<file path="src/rtl/core/flow_hash_path_selector_core_defines.svh">
// assertion macros for the flow hash path selector core
// used by the top level only
`ifndef FLOW_HASH_PATH_SELECTOR_CORE_DEFINES_SVH
`define FLOW_HASH_PATH_SELECTOR_CORE_DEFINES_SVH
// property that holds at every edge outside reset
`define FHPS_ASSERT_CLK(label, clk, rst_n, prop, msg) \
    label: assert property (@(posedge clk) disable iff (!rst_n) (prop)) else $error(msg);
// property checked during reset as well
`define FHPS_ASSERT_ALWAYS(label, clk, prop, msg) \
    label: assert property (@(posedge clk) (prop)) else $error(msg);
`endif

</file>
<file path="src/rtl/core/fhps_pkg.sv">
// types, constants and functions shared by the path selector core
// no dependencies
`timescale 1ns / 1ps
package fhps_pkg;
    localparam int MAX_PATHS = 64;
    localparam int CNT_W = 7;
    localparam int KEY_BYTES = 17;
    localparam int NSTG = KEY_BYTES + 1;
    localparam logic [31:0] CRC_POLY = 32'hedb88320;
    localparam logic [31:0] CRC_INIT = 32'hffffffff;
    localparam logic [15:0] NO_INGRESS = 16'hffff;
    localparam logic [319:0] TKEY = {
        64'h6d5a56da255b0ec2, 64'h4167253d43a38fb0, 64'hd0ca2bcbae7b30b4,
        64'h77cb2da38030f20c, 64'h6a42b73bbeac01fa};

    typedef enum logic [1:0] {
        MODE_CRC = 2'd0, MODE_TOEP = 2'd1, MODE_STRIPE = 2'd2, MODE_BAD = 2'd3
    } t_mode;

    localparam logic REG_HASH_MODE = 1'b0;
    localparam logic REG_NODE_SALT = 1'b1;

    // data carried from cell to cell
    // total needs 8 bits, both sets full gives 128
    typedef struct packed {
        logic          vld;
        logic          no_path;
        logic          use_toep;
        logic [135:0]  key;
        logic [31:0]   crc;
        logic [31:0]   toep;
        logic [6:0]    ns;
        logic [7:0]    total;
    } t_cell;

    // hash-modulo divider stage word
    typedef struct packed {
        logic          vld;
        logic          no_path;
        logic [31:0]   num;
        logic [6:0]    rem;
        logic [6:0]    ns;
        logic [7:0]    total;
    } t_div;

    function automatic logic [31:0] crc_byte(input logic [31:0] c, input logic [7:0] b);
        logic [31:0] v;
        v = c ^ {24'd0, b};
        for (int k = 0; k < 8; k++) begin
            v = (v >> 1) ^ (v[0] ? CRC_POLY : 32'd0);
        end
        return v;
    endfunction

    function automatic logic [31:0] key_window(input int off);
        return TKEY[319 - off -: 32];
    endfunction
endpackage

</file>
<file path="src/rtl/core/fhps_hash_cell.sv">
// one hash cell: folds one key byte into both the crc and toeplitz sums
// depends on fhps_pkg
`timescale 1ns / 1ps
module fhps_hash_cell (
    input  logic            i_clk,
    input  logic            i_rst_n,
    input  logic [4:0]      i_pos,
    input  fhps_pkg::t_cell i_d,
    output fhps_pkg::t_cell o_d
);
    import fhps_pkg::*;
    t_cell       r_d;
    logic [7:0]  w_byte;
    logic [31:0] w_tx;
    logic [8:0]  w_off;

    assign w_byte = i_d.key[135 - 8 * i_pos -: 8];
    assign w_off  = {1'b0, i_pos, 3'd0};

    always_comb begin
        w_tx = 32'd0;
        for (int k = 0; k < 8; k++) begin
            if (w_byte[7 - k]) begin
                w_tx = w_tx ^ key_window(int'(w_off) + k);
            end
        end
    end

    always_ff @(posedge i_clk) begin
        if (!i_rst_n) begin
            r_d.vld <= 1'b0;
        end else begin
            r_d.vld <= i_d.vld;
        end
        r_d.no_path  <= i_d.no_path;
        r_d.use_toep <= i_d.use_toep;
        r_d.key      <= i_d.key;
        r_d.ns       <= i_d.ns;
        r_d.total    <= i_d.total;
        r_d.crc      <= crc_byte(i_d.crc, w_byte);
        r_d.toep     <= i_d.toep ^ w_tx;
    end
    assign o_d = r_d;
endmodule

</file>
<file path="src/rtl/core/fhps_div_cell.sv">
// one restoring division cell: retires one quotient bit of num mod total
// depends on fhps_pkg
`timescale 1ns / 1ps
module fhps_div_cell (
    input  logic           i_clk,
    input  logic           i_rst_n,
    input  fhps_pkg::t_div i_d,
    output fhps_pkg::t_div o_d
);
    import fhps_pkg::*;
    t_div       r_d;
    logic [7:0] w_tr;

    assign w_tr = {i_d.rem, i_d.num[31]};

    always_ff @(posedge i_clk) begin
        if (!i_rst_n) begin
            r_d.vld <= 1'b0;
        end else begin
            r_d.vld <= i_d.vld;
        end
        r_d.no_path <= i_d.no_path;
        r_d.ns      <= i_d.ns;
        r_d.total   <= i_d.total;
        r_d.num     <= {i_d.num[30:0], 1'b0};
        if (w_tr >= i_d.total) begin
            r_d.rem <= 7'(w_tr - i_d.total);
        end else begin
            r_d.rem <= w_tr[6:0];
        end
    end
    assign o_d = r_d;
endmodule

</file>
<file path="src/rtl/core/flow_hash_path_selector_core.sv">
// top level of the flow hash path selector: config regs, hash and divider cell rows
// depends on fhps_pkg, fhps_hash_cell, fhps_div_cell and the defines header
//
//  channel | direction | handshake         | payload
//  item    | in        | i_start & !o_busy | flow key fields, candidate counts
//  result  | out       | o_done strobe     | path index, set flags
//  config  | in        | i_cfg_valid & o_cfg_ready | i_cfg_index, i_cfg_data
//
// one item per cycle; the entry register loads at the accepting edge, then 17 hash
// cells, 32 divider cells and the output register follow, and o_done is driven by
// the output register along with the result fields
// reset is synchronous active low and clears the cell valid bits, o_done and the config registers
// o_busy is always low, the receiver cannot stall, results are never held
`timescale 1ns / 1ps
`include "flow_hash_path_selector_core_defines.svh"
module flow_hash_path_selector_core (
    input  logic        i_clk,
    input  logic        i_rst_n,
    input  logic        i_start,
    output logic        o_busy,
    input  logic [31:0] i_src_addr,
    input  logic [31:0] i_dst_addr,
    input  logic [15:0] i_src_port,
    input  logic [15:0] i_dst_port,
    input  logic [7:0]  i_priority_req,
    input  logic [15:0] i_ingress_port,
    input  logic [6:0]  i_shortest_count,
    input  logic [6:0]  i_other_count,
    input  logic        i_cfg_valid,
    output logic        o_cfg_ready,
    input  logic        i_cfg_index,
    input  logic [31:0] i_cfg_data,
    output logic        o_done,
    output logic [6:0]  o_path_index,
    output logic        o_took_shortest,
    output logic [5:0]  o_set_index,
    output logic        o_no_path
);
    import fhps_pkg::*;

    t_mode       r_mode;
    logic [31:0] r_salt;
    t_cell       w_h [NSTG];
    t_div        w_q [33];
    t_cell       r_in;
    logic [6:0]  w_ns, w_no;
    logic        w_stripe;
    logic [6:0]  w_idx;
    logic        r_done, r_took, r_nop;
    logic [6:0]  r_pidx;
    logic [5:0]  r_sidx;

    assign o_busy = 1'b0;
    assign o_cfg_ready = 1'b1;

    always_ff @(posedge i_clk) begin
        if (!i_rst_n) begin
            r_mode <= MODE_CRC;
            r_salt <= 32'd0;
        end else if (i_cfg_valid) begin
            unique case (i_cfg_index)
                REG_HASH_MODE: r_mode <= t_mode'(i_cfg_data[1:0]);
                REG_NODE_SALT: r_salt <= i_cfg_data;
                default: ;
            endcase
        end
    end

    assign w_ns = (i_shortest_count > 7'(MAX_PATHS)) ? 7'(MAX_PATHS) : i_shortest_count;
    assign w_no = (i_other_count > 7'(MAX_PATHS)) ? 7'(MAX_PATHS) : i_other_count;
    assign w_stripe = (r_mode == MODE_STRIPE) && (i_ingress_port != NO_INGRESS);

    // striping puts ingress port in the toep slot and zeroes the key, so it skips the hash at the end
    always_ff @(posedge i_clk) begin
        if (!i_rst_n) begin
            r_in.vld <= 1'b0;
        end else begin
            r_in.vld <= i_start;
        end
        r_in.no_path  <= (w_ns == 7'd0 && w_no == 7'd0) || (r_mode == MODE_BAD);
        r_in.use_toep <= (r_mode == MODE_TOEP);
        r_in.key      <= {i_src_addr, i_dst_addr, i_src_port, i_dst_port,
                          i_priority_req, r_salt};
        r_in.crc      <= CRC_INIT;
        r_in.toep     <= w_stripe ? {16'd0, i_ingress_port} : 32'd0;
        r_in.ns       <= w_ns;
        r_in.total    <= {1'b0, w_ns} + {1'b0, w_no};
    end

    // stripe marker: toep carries ingress port; reuse use_toep path
    logic r_strp [NSTG];
    always_ff @(posedge i_clk) begin
        r_strp[0] <= w_stripe;
        for (int s = 1; s < NSTG; s++) begin
            r_strp[s] <= r_strp[s - 1];
        end
    end

    assign w_h[0] = r_in;
    for (genvar g = 0; g < KEY_BYTES; g++) begin : g_hash
        t_cell w_ci;
        always_comb begin
            w_ci = w_h[g];
            if (r_strp[g]) begin
                w_ci.key = '0;
            end
        end
        fhps_hash_cell u_cell (
            .i_clk   (i_clk),
            .i_rst_n (i_rst_n),
            .i_pos   (5'(g)),
            .i_d     (w_ci),
            .o_d     (w_h[g + 1])
        );
    end

    always_comb begin
        w_q[0].vld     = w_h[KEY_BYTES].vld;
        w_q[0].no_path = w_h[KEY_BYTES].no_path;
        w_q[0].ns      = w_h[KEY_BYTES].ns;
        w_q[0].total   = w_h[KEY_BYTES].total;
        w_q[0].rem     = 7'd0;
        if (r_strp[KEY_BYTES] || w_h[KEY_BYTES].use_toep) begin
            w_q[0].num = w_h[KEY_BYTES].toep;
        end else begin
            w_q[0].num = ~w_h[KEY_BYTES].crc;
        end
    end

    for (genvar g = 0; g < 32; g++) begin : g_div
        fhps_div_cell u_cell (
            .i_clk   (i_clk),
            .i_rst_n (i_rst_n),
            .i_d     (w_q[g]),
            .o_d     (w_q[g + 1])
        );
    end

    assign w_idx = w_q[32].rem;

    always_ff @(posedge i_clk) begin
        if (!i_rst_n) begin
            r_done <= 1'b0;
        end else begin
            r_done <= w_q[32].vld;
        end
        r_nop <= w_q[32].no_path;
        if (w_q[32].no_path) begin
            r_pidx <= 7'd0;
            r_took <= 1'b0;
            r_sidx <= 6'd0;
        end else if (w_idx < w_q[32].ns) begin
            r_pidx <= w_idx;
            r_took <= 1'b1;
            r_sidx <= w_idx[5:0];
        end else begin
            r_pidx <= w_idx;
            r_took <= 1'b0;
            r_sidx <= 6'(w_idx - w_q[32].ns);
        end
    end

    assign o_done          = r_done;
    assign o_path_index    = r_pidx;
    assign o_took_shortest = r_took;
    assign o_set_index     = r_sidx;
    assign o_no_path       = r_nop;

    `FHPS_ASSERT_CLK(a_nop_zero, i_clk, i_rst_n, (o_done && o_no_path) |-> (o_path_index == 7'd0 && !o_took_shortest), "no_path result with nonzero fields")
    `FHPS_ASSERT_CLK(a_rem_range, i_clk, i_rst_n, (w_q[32].vld && !w_q[32].no_path) |-> (w_q[32].rem < w_q[32].total), "remainder not below total")
    `FHPS_ASSERT_CLK(a_latency, i_clk, i_rst_n, r_in.vld |-> ##50 o_done, "item lost in cell row")
    `FHPS_ASSERT_ALWAYS(a_rst_done, i_clk, !i_rst_n |=> !o_done, "strobe right after reset")
endmodule
</file>
<file path="config.mk">
export PLATFORM = sky130hd
export DESIGN_NAME = flow_hash_path_selector_core
export DESIGN_NICKNAME = d
export VERILOG_FILES = /design/src/rtl/core/fhps_pkg.sv /design/src/rtl/core/fhps_hash_cell.sv /design/src/rtl/core/fhps_div_cell.sv /design/src/rtl/core/flow_hash_path_selector_core.sv
export VERILOG_INCLUDE_DIRS = /design/src /design/src/rtl/core
export SDC_FILE = /design/constraint.sdc
export NUM_CORES = 2
export LEC_CHECK = 0
export BUFFER_PORTS_ARGS = -buffer_cell sky130_fd_sc_hd__buf_4
export CAP_MARGIN = 20
export CORE_MARGIN = 4
export CORE_UTILIZATION = 47
export CTS_CLUSTER_SIZE = 12
export DETAILED_ROUTE_END_ITERATION = 10
export PLACE_DENSITY_LB_ADDON = 0.05
export REMOVE_ABC_BUFFERS = 1
export SYNTH_ARGS = -nofsm -noshare
export SYNTH_HDL_FRONTEND = slang
export SYNTH_SLANG_ARGS = --single-unit
</file>
<file path="constraint.sdc">
create_clock -name i_clk -period 2.8 [get_ports i_clk]
set_clock_uncertainty 0.15 [all_clocks]
set_input_delay 0.14 -clock i_clk [delete_from_list [all_inputs] [get_ports i_clk]]
set_output_delay 0.14 -clock i_clk [all_outputs]
set_load 0.1 [all_outputs]
</file>
==> metrics <==
I/O Buffers 186; Clock Tree Root clkbuf_16; share of power burned in registers 40.9%; RR Startpoint g_div[15].u_cell.o_d[0]$_DFF_P_; reg2reg end g_div[16].u_cell.o_d[17]$_DFF_P_; critical setup path kind in2reg; run status complete, no violations; Top Ports 189; Max VDD drop 0.644 mV; Routed Antenna Nets 0; final hold viol count 0; ys async rst share 0%; CTS max path bufs 4; CP startpoint kind primary input; clk sinks 3974; DR iter-0 viols 2293; Cell variety after synth 48; sequential area share after synthesis 61.6%; crit end category flip-flop; CTS Buf Count 404; CTS tree yes; sw power 63.7 mW; CTS H-tree depth 5; critical path required time 3.53 ns; # nets final 12100; Critical-path top delay cell dlygate4sd3_1; routed vias/inst 4.35; worst min-delay path category reg2reg; RSZ-0062 raised after global routing no; Lkg Pwr 64.1 nW; Hold Startpoint g_div[12].u_cell.o_d[48]$_DFF_P_; vias in the first global route 72000; Top FF cell, synth dfxtp_1; crit-path cells dlygate4sd3_1 -> buf_4 -> dlygate4sd3_1 -> nor4_1 -> dlygate4sd3_1 -> nand4_1 -> dlygate4sd3_1 -> nand2_1 -> dlygate4sd3_1; Max FO, Critical Path 2; DIE WIDTH 532 µm; area of the multi-input gates 46500 µm²; R2R Setup Slk 0.14 ns; achievable clock frequency 372 MHz; flip-flop and latch area 79600 µm²; combinational share of power 34.6%; dpl ws 0.0158 ns; fraction of layout cells with a size suffix above 1 10.8%; RD Place Congestion 0.851; FF-to-FF path depth 9; overall routing resource usage 17.1%; clk_lat worst skew 0.94 ns; Reg clk slew, reported paths 0.06 ns; Least-Margin Pin Slew 0.876 ns; CP dominant cell by count dlygate4sd3_1; initial antenna violation count 5; setup TNS 0 ns; total gr overflow 0; Clock power frac 24.5%; Slew HR 41.2%; detailed-route wire length 244000 µm; WP data arrival 3.42 ns; Post-DP HPWL 182000 µm; Hold EP g_div[13].u_cell.o_d[49]$_DFF_P_; chip height 532 µm; Hold Path Stages 0; FP Rows 192; # Max-Cap Violations 0; Largest stage delay, worst path 0.59 ns; internal power 140 mW; Starting Density 47.2%; fill count 23000; switching share of power 31.3%; Yosys reg bits 3974; 1st-pass router iterations 5; Worst Slack Setup Final 0.110 ns; Post-route DRC 0; post-route cell area 152000 µm²; Post-Synthesis Cells 10700; minimum clock period 2.69 ns; DR vias 67100; Mapped Area 129000 µm²; period utilisation layout 96.1%; largest net degree at the start of global routing 145; die area 283000 µm²; endpoints failing setup 0; synth-to-layout area growth 17.6%; placed cell areas 135000 µm²; Slew Viols, Final 0; Power per Cell Area 1340 nW/µm²; average size of a mapped cell 12.0 µm²; WL/cell 15.8 µm; Post-synth EDFFs 0; Pwr Total 203 mW; global-route wire length before repair 394000 µm; Core Region 273000 µm²; Synth warnings 0
[metrics by stage]
stage / instances / hold WS [ns] / util (%)
2_1_floorplan: 10300 / 0.0177 / -
3_3_place_gp: 14400 / 0.0947 / 49.5
3_5_place_dp: 14400 / 0.0956 / 49.5
4_1_cts: 15400 / 0.0292 / 55.5
5_1_grt: 15400 / 0.116 / 55.5
6_report: 15400 / 0.138 / 55.5
[worst max-delay path by stage]
stage | start | endpoint | depth (start not counted)
2_1_floorplan | r_strp[0]$_DFF_P_ | g_hash[0].u_cell.o_d[23]$_DFF_P_ | 3
3_3_place_gp | g_div[14].u_cell.o_d[53]$_DFF_P_ | g_div[15].u_cell.o_d[18]$_DFF_P_ | 10
3_5_place_dp | g_div[4].u_cell.o_d[53]$_DFF_P_ | g_div[5].u_cell.o_d[17]$_DFF_P_ | 10
4_1_cts | g_div[30].u_cell.o_d[53]$_DFF_P_ | g_div[31].u_cell.o_d[15]$_DFF_P_ | 10
5_1_grt | g_div[13].u_cell.o_d[53]$_DFF_P_ | g_div[14].u_cell.o_d[17]$_DFF_P_ | 10
6_report | i_other_count[5] | g_hash[0].w_ci[216]$_DFF_P_ | 9
[area by class of cell]
cell class	instances	area share [%]
Clock inverter	82	0.636
Inverter	323	0.799
Multi-Input combinational cell	6031	30.7
Tap cell	3589	2.96
Sequential cell	3974	52.4
Timing Repair Buffer	868	5.01
Antenna cell	3	0.00495
Clock buffer	565	7.49
[state kept, by name, summed over array words and instances (netlist names)]
name,count
g_hash.u_cell.o_d,2480
g_div.u_cell.o_d,1256
r_in,136
g_hash.w_ci,34
r_salt,32
r_strp,18
o_path_index,7
o_set_index,6
r_mode,2
o_done,1
o_no_path,1
o_took_shortest,1
[worst max-delay path: cells and delay by family]
kind                   cells  cell delay [ns]
and+or+nand+nor            3             0.36
buffers and inverters      6             2.92
[metal layers]
metal  GRT usage, %  routed length [µm]  up-vias
met4           5.92                8510        0
met1           20.7              106000    30900
met2           30.9              122000      876
li1               -                   -    34800
met3           2.54                7220      504
met5              0                   0        -
[placed cells by master, fill, tap and decap left out, types with 143 or more instances in the layout]
master / count
buf_4: 454
clkbuf_16: 406
dfxtp_1: 3959
dlygate4sd3_1: 408
ha_1: 264
inv_1: 323
mux2_2: 143
nor2_1: 641
nor2b_1: 1305
o21ai_0: 164
xnor2_1: 1694
xor2_1: 968
[cell families after synthesis]
logic type,Yosys count,synth area share [%]
other cells,2,0.00582
simple gates,2316,9.76
xor+xnor,2738,19.1
flops,3974,61.6
buf+inv,716,2.33
compound gates,466,2.28
mux,212,1.78
fa+ha+maj,297,3.07
[synth_stat cells (3+ instances only)]
cell	instances	area (µm²)
a211oi_1	13	97.6
a21boi_0	56	420
a21o_1	84	631
a21oi_1	76	380
a41oi_1	19	166
and2_1	69	432
and2b_1	6	45.0
and4_1	19	166
buf_1	27	101
buf_2	123	616
buf_4	26	195
buf_6	9	101
clkbuf_1	207	777
dfxtp_1	3974	79600
fa_1	33	661
ha_1	264	3300
inv_1	323	1210
mux2_2	143	1610
mux2i_1	69	691
nand2_1	123	462
nand2b_1	85	532
nand3_1	12	60.1
nand4_1	17	106
nor2_1	642	2410
nor2_2	5	31.3
nor2b_1	1305	8160
nor3_1	20	100
nor4_1	5	31.3
o211ai_1	10	75.1
o21ai_0	165	826
o21bai_1	27	203
o22ai_1	3	18.8
o311a_1	9	90.1
or2_2	3	18.8
xnor2_1	1694	14800
xnor2_2	50	813
xnor2_4	10	275
xor2_1	968	8480
xor2_2	15	244
[power by group through the flow]
stage               logic (mW)  registers [mW]  clock network (mW)
finish                    70.3            83.2                49.8
CTS                       71.6            83.7                51.4
detailed placement        70.9            84.8                   0
global placement          70.2            84.8                   0
floorplan                 55.1            81.3                   0
global route              77.8            84.9                53.8
[repair_timing]
action	4_1_cts	5_1_grt
buffers inserted	0	1
hold buffers	408	0
setup endpoints to repair	3	127
resized for setup	2	37
pin swaps	0	8
hold endpoints to repair	222	0
Power figures use the tool's default switching activity.
